$ cat src/vkd_pkg.sv
`timescale 1ns / 1ps
`default_nettype none
package vkd_pkg;
    localparam int FIELD_W          = 20;
    localparam int IDX_W            = 12;
    localparam int INDEX_LIMIT      = 4096;
    localparam int TABLE_DEPTH_DEF  = 4096;
    localparam int ATTR_BITS_DEF    = 20;

    typedef enum logic [2:0] {
        ST_INIT,
        ST_IDLE,
        ST_CLR_RD,
        ST_CLR_WR,
        ST_READ,
        ST_CMP
    } t_state;
endpackage
`default_nettype wire

$ cat src/vkd_if.sv
`timescale 1ns / 1ps
`default_nettype none
interface vkd_in_if;
    import vkd_pkg::*;
    logic               valid;
    logic               ready;
    logic [FIELD_W-1:0] pos_index;
    logic [FIELD_W-1:0] uv_index;
    logic [FIELD_W-1:0] norm_index;
    logic               start_new;
    modport source (output valid, pos_index, uv_index, norm_index, start_new, input ready);
    modport sink   (input valid, pos_index, uv_index, norm_index, start_new, output ready);
endinterface

`default_nettype wire

$ cat src/vkd_front.sv
`timescale 1ns / 1ps
`default_nettype none
module vkd_front
    import vkd_pkg::*;
#(
    parameter int TABLE_DEPTH     = TABLE_DEPTH_DEF,
    parameter int ATTR_INDEX_BITS = ATTR_BITS_DEF,
    localparam int AW = $clog2(TABLE_DEPTH),
    localparam int KW = 3 * ATTR_INDEX_BITS
) (
    input  wire logic    i_clk,
    input  wire logic    i_rst_n,
    vkd_in_if.sink       i_in,
    output logic         o_q_valid,
    output logic [KW-1:0] o_q_key,
    output logic         o_q_start,
    output logic [AW-1:0] o_q_hash,
    input  wire logic    i_q_pop
);
    localparam int XW = FIELD_W + 1;

    logic [KW-1:0] r_key   [2];
    logic          r_start [2];
    logic [AW-1:0] r_hash  [2];
    logic          r_wp, r_rp;
    logic [1:0]    r_cnt;
    logic [KW-1:0] w_key;
    logic [AW-1:0] w_hash;
    logic          w_push;

    always_comb begin
        logic [XW-1:0] p, u, n;
        p = XW'(i_in.pos_index);
        u = XW'(i_in.uv_index);
        n = XW'(i_in.norm_index);
        w_key = {n[ATTR_INDEX_BITS-1:0], u[ATTR_INDEX_BITS-1:0], p[ATTR_INDEX_BITS-1:0]};
        w_hash = '0;
        for (int i = 0; i < KW; i++) begin
            w_hash[i % AW] = w_hash[i % AW] ^ w_key[i];
        end
        if ((AW+1)'(w_hash) >= (AW+1)'(TABLE_DEPTH)) w_hash = w_hash - AW'(TABLE_DEPTH);
    end

    assign i_in.ready = (r_cnt != 2'd2);
    assign w_push     = i_in.valid && i_in.ready;
    assign o_q_valid  = (r_cnt != 2'd0);
    assign o_q_key    = r_key[r_rp];
    assign o_q_start  = r_start[r_rp];
    assign o_q_hash   = r_hash[r_rp];

    always_ff @(posedge i_clk) begin
        if (w_push) begin
            r_key[r_wp]   <= w_key;
            r_start[r_wp] <= i_in.start_new;
            r_hash[r_wp]  <= w_hash;
        end
    end

    always_ff @(posedge i_clk) begin
        if (!i_rst_n) begin
            r_wp  <= 1'b0;
            r_rp  <= 1'b0;
            r_cnt <= 2'd0;
        end else begin
            if (w_push) r_wp <= ~r_wp;
            if (i_q_pop) r_rp <= ~r_rp;
            r_cnt <= r_cnt + 2'(w_push) - 2'(i_q_pop);
        end
    end
endmodule
`default_nettype wire

$ cat src/flat_wrapper.sv
// flat-port wrapper written by rule: the top's interface ports become plain ports
module vkd_front_flat import vkd_pkg::*;
#(
    parameter int TABLE_DEPTH     = TABLE_DEPTH_DEF,
    parameter int ATTR_INDEX_BITS = ATTR_BITS_DEF,
    localparam int AW = $clog2(TABLE_DEPTH),
    localparam int KW = 3 * ATTR_INDEX_BITS
)
  (i_clk, i_rst_n, o_q_valid, o_q_key, o_q_start, o_q_hash, i_q_pop, i_in_valid, i_in_pos_index, i_in_uv_index, i_in_norm_index, i_in_start_new, i_in_ready);
  vkd_in_if i_in_i ();
  input  wire logic i_clk;
  input  wire logic i_rst_n;
  output logic o_q_valid;
  output logic [KW-1:0] o_q_key;
  output logic o_q_start;
  output logic [AW-1:0] o_q_hash;
  input  wire logic i_q_pop;
  input wire logic [$bits(i_in_i.valid)-1:0] i_in_valid;
  input wire logic [$bits(i_in_i.pos_index)-1:0] i_in_pos_index;
  input wire logic [$bits(i_in_i.uv_index)-1:0] i_in_uv_index;
  input wire logic [$bits(i_in_i.norm_index)-1:0] i_in_norm_index;
  input wire logic [$bits(i_in_i.start_new)-1:0] i_in_start_new;
  output wire logic [$bits(i_in_i.ready)-1:0] i_in_ready;
  assign i_in_i.valid = i_in_valid;
  assign i_in_i.pos_index = i_in_pos_index;
  assign i_in_i.uv_index = i_in_uv_index;
  assign i_in_i.norm_index = i_in_norm_index;
  assign i_in_i.start_new = i_in_start_new;
  assign i_in_ready = i_in_i.ready;
  vkd_front #(.TABLE_DEPTH(TABLE_DEPTH), .ATTR_INDEX_BITS(ATTR_INDEX_BITS)) u_core (.i_clk(i_clk), .i_rst_n(i_rst_n), .i_in(i_in_i), .o_q_valid(o_q_valid), .o_q_key(o_q_key), .o_q_start(o_q_start), .o_q_hash(o_q_hash), .i_q_pop(i_q_pop));
endmodule
$ cat config.mk
export PLATFORM = sky130hd
export DESIGN_NAME = vkd_front_flat
export DESIGN_NICKNAME = d
export VERILOG_FILES = /design/src/vkd_pkg.sv /design/src/vkd_if.sv /design/src/vkd_front.sv /design/src/flat_wrapper.sv
export SDC_FILE = /design/constraint.sdc
export NUM_CORES = 1
export LEC_CHECK = 0
export BUFFER_PORTS_ARGS = -buffer_cell sky130_fd_sc_hd__buf_2
export CAP_MARGIN = 20
export CORE_MARGIN = 4
export CORE_UTILIZATION = 48
export CTS_CLUSTER_DIAMETER = 100
export DETAILED_ROUTE_END_ITERATION = 8
export HOLD_SLACK_MARGIN = 0.03
export PLACE_DENSITY = 0.75
export SLEW_MARGIN = 5
export SYNTH_ARGS = -nofsm -noshare
export SYNTH_HDL_FRONTEND = slang
export SYNTH_SLANG_ARGS = --single-unit
$ cat constraint.sdc
create_clock -name i_clk -period 4.5 [get_ports i_clk]
set_clock_uncertainty 0.15 [all_clocks]
set_input_delay 0.45 -clock i_clk [delete_from_list [all_inputs] [get_ports i_clk]]
set_output_delay 0.45 -clock i_clk [all_outputs]
set_load 0.005 [all_outputs]
==> metrics.txt <==
Power Density 517 mW/mm^2; final setup fails 0; First DRT Iteration DRCs about 220; average wire per standard cell about 16 um; cell area after layout 0.00736 sq mm; area of the multi-input gates between 0.001 and 0.0015 sq mm; Seq/Total Area, Yosys 0.753; 1st-pass router iterations 4; core outline area 0.0121 sq mm; FILL cells 939; Worst EP required about 3900 ps; Final Hold Slack 90.9 ps; Placed Instance Area 0.00679 sq mm; vias in the first global route about 3200; global-route wire length before repair roughly 16000 um; Switching Share 0.226; RSZ-0062 raised after global routing false; type of origin of the critical path flip-flop; Net Switching 0.859 mW; H-tree Lvls 4; syn_nets approximately 370; Final Hold Viols 0; Max Cap Viol 0; Port Buffers approximately 140; Primary FF master, synth edfxtp_1; Final ANT Viol Nets 0; outcome completed; Synth warnings 0; CTS tree done; Post-synth EDFFs 146; pre-CTS setup slack roughly 2300 ps; largest net degree at the start of global routing 74; relative slew slack 0.321; HPWL Detailed roughly 6500 um; Power, Total roughly 3.8 mW; Synth area leaders edfxtp_1 74%, mux2_2 14%, xnor2_1 7.4%; TritonCTS Buffers 17; Post-Syn Area 0.00595 sq mm; simple-gate share of the synthesized area 0.0126; mux share of post-synthesis cell area 0.140; Final #Nets between 500 and 600; post_cts resized 0; Die Area about 0.014 sq mm; r2r startpoint u_core.r_cnt[0]$_SDFF_PN0_; Root Buffer clkbuf_16; Yosys top cell area share 0.736; Distinct cells, synth 16; Vias around 3000; Compound-Gate Fraction of Synth Area 0; IO Pins 140; Skew-Pair Late Insertion Delay approximately 400 ps; drc violations 0; cell-internal power approximately 2.9 mW; initial core utilization 0.494; hold crit path type in2reg; grt total ovfl 0; Synth Area in XOR/XNOR 0.0765; actual slew at the worst max-slew pin slightly above 1000 ps; initial antenna violation count 0; Clock Path Buffers 2; Post-Route Setup TNS 0 ps; Fmax achieved approximately 380 MHz; clock power share 0.358; commonest non-fill, non-tap cells in the layout 146 x edfxtp_1, 139 x buf_2, 73 x mux2_2; worst hold start i_in_start_new; combinational share of power 0.150; leak pwr roughly 2.7 nW; drt via density 4.74; register area 0.00449 sq mm; Reg clk slew, reported paths 60 ps; crit-path max FO 73; Die Height approximately 120 um; Mapped Cells ~300; Area Growth Syn to Fin 23.7%; syn avg cell area about 20 sq um; leading area contributor after synthesis edfxtp_1; Setup crit end kind output port; die width 119 um; Post-Route WL just over 10000 um; worst setup margin approximately 1900 ps; pins over their slew limit 0; VDD IR max 439 uV; fraction of layout cells with a size suffix above 1 0.527; post-route clock period utilization 0.582; commonest non-fill, non-tap cell in the layout edfxtp_1; crit path kind reg2out; clock sinks 151; arrival time worst endpoint approximately 2000 ps; post-CTS setup buffers 0; gr usage total 0.148; CTS Hold Bufs 0; antenna diode count 0; min Tclk post-route roughly 2600 ps; Flop pwr share 0.492; synthesized-area fraction occupied by adder cells 0.00210; row count 40; Synth async-reset ratio 0; #FFs+latches synth 151; largest family of logic cells by synthesized area multiplexers; Final Wtd Congestion 0.780
[flip-flops by register name, summed over array words and instances (netlist names), named ones only]
name,cells
u_core.r_cnt,2
u_core.r_hash,24
u_core.r_key,120
u_core.r_rp,1
u_core.r_start,2
u_core.r_wp,1
[synthesized netlist by cell type, drive strengths merged (2+ instances only)]
| library cell | n |
|---|---|
| xor2 | 2 |
| and2 | 5 |
| xnor2 | 50 |
| nand2 | 2 |
| mux2 | 73 |
| dfxtp | 5 |
| buf | 8 |
| edfxtp | 146 |
[final cells by class]
type | instances | share of cell area
timing repair buffer | 140 | 0.0955
inverter | 1 | 0.000510
multi-input combinational | 139 | 0.188
clock inverter | 12 | 0.0182
sequential | 151 | 0.610
tap | 168 | 0.0285
clock buffer | 20 | 0.0593
[per-layer routing]
metal,share of wire,GRT usage
met5,0,0
met4,0.0017,0.0537
met3,0.062,0.0636
met2,0.49,0.231
met1,0.44,0.185
[metrics by stage]
stage,cells,util
floorplan,299,-
global placement,599,0.563
detailed placement,599,0.563
CTS,631,0.610
global route,631,0.610
finish,631,0.610
[final timing paths]
path                            slack [ps]  depth (start not counted)                            end
worst max-delay path                  1880                          2                     o_q_key[2]
worst min-delay path                    90                          1    u_core.r_start[1]$_DFFE_PP_
worst max register to register        2420                          4  u_core.r_key[0][14]$_DFFE_PP_
worst min register to register         420                          2                      flip-flop
[power groups by stage]
stage          combinational (mW)  clock [mW]  sequential, mW
5_1_grt                     0.629        1.47            1.89
4_1_cts                     0.586        1.39            1.88
2_1_floorplan               0.370           0            1.87
6_report                    0.570        1.36            1.87
3_3_place_gp                0.569           0            1.90
3_5_place_dp                0.581           0            1.90
[critical path, stage by stage, from the launching register on]
cell and delay, ps:
dfxtp_4 970, mux2_2 450, buf_2 130
[cells by family after synthesis]
family,count (synthesis)
flip-flops,151
AND/OR/NAND/NOR,12
adder cells (fa/ha/maj),1
multiplexers,74
buffers and inverters,9
XOR/XNOR,52
Note: power is estimated with default switching activity, not from simulation.
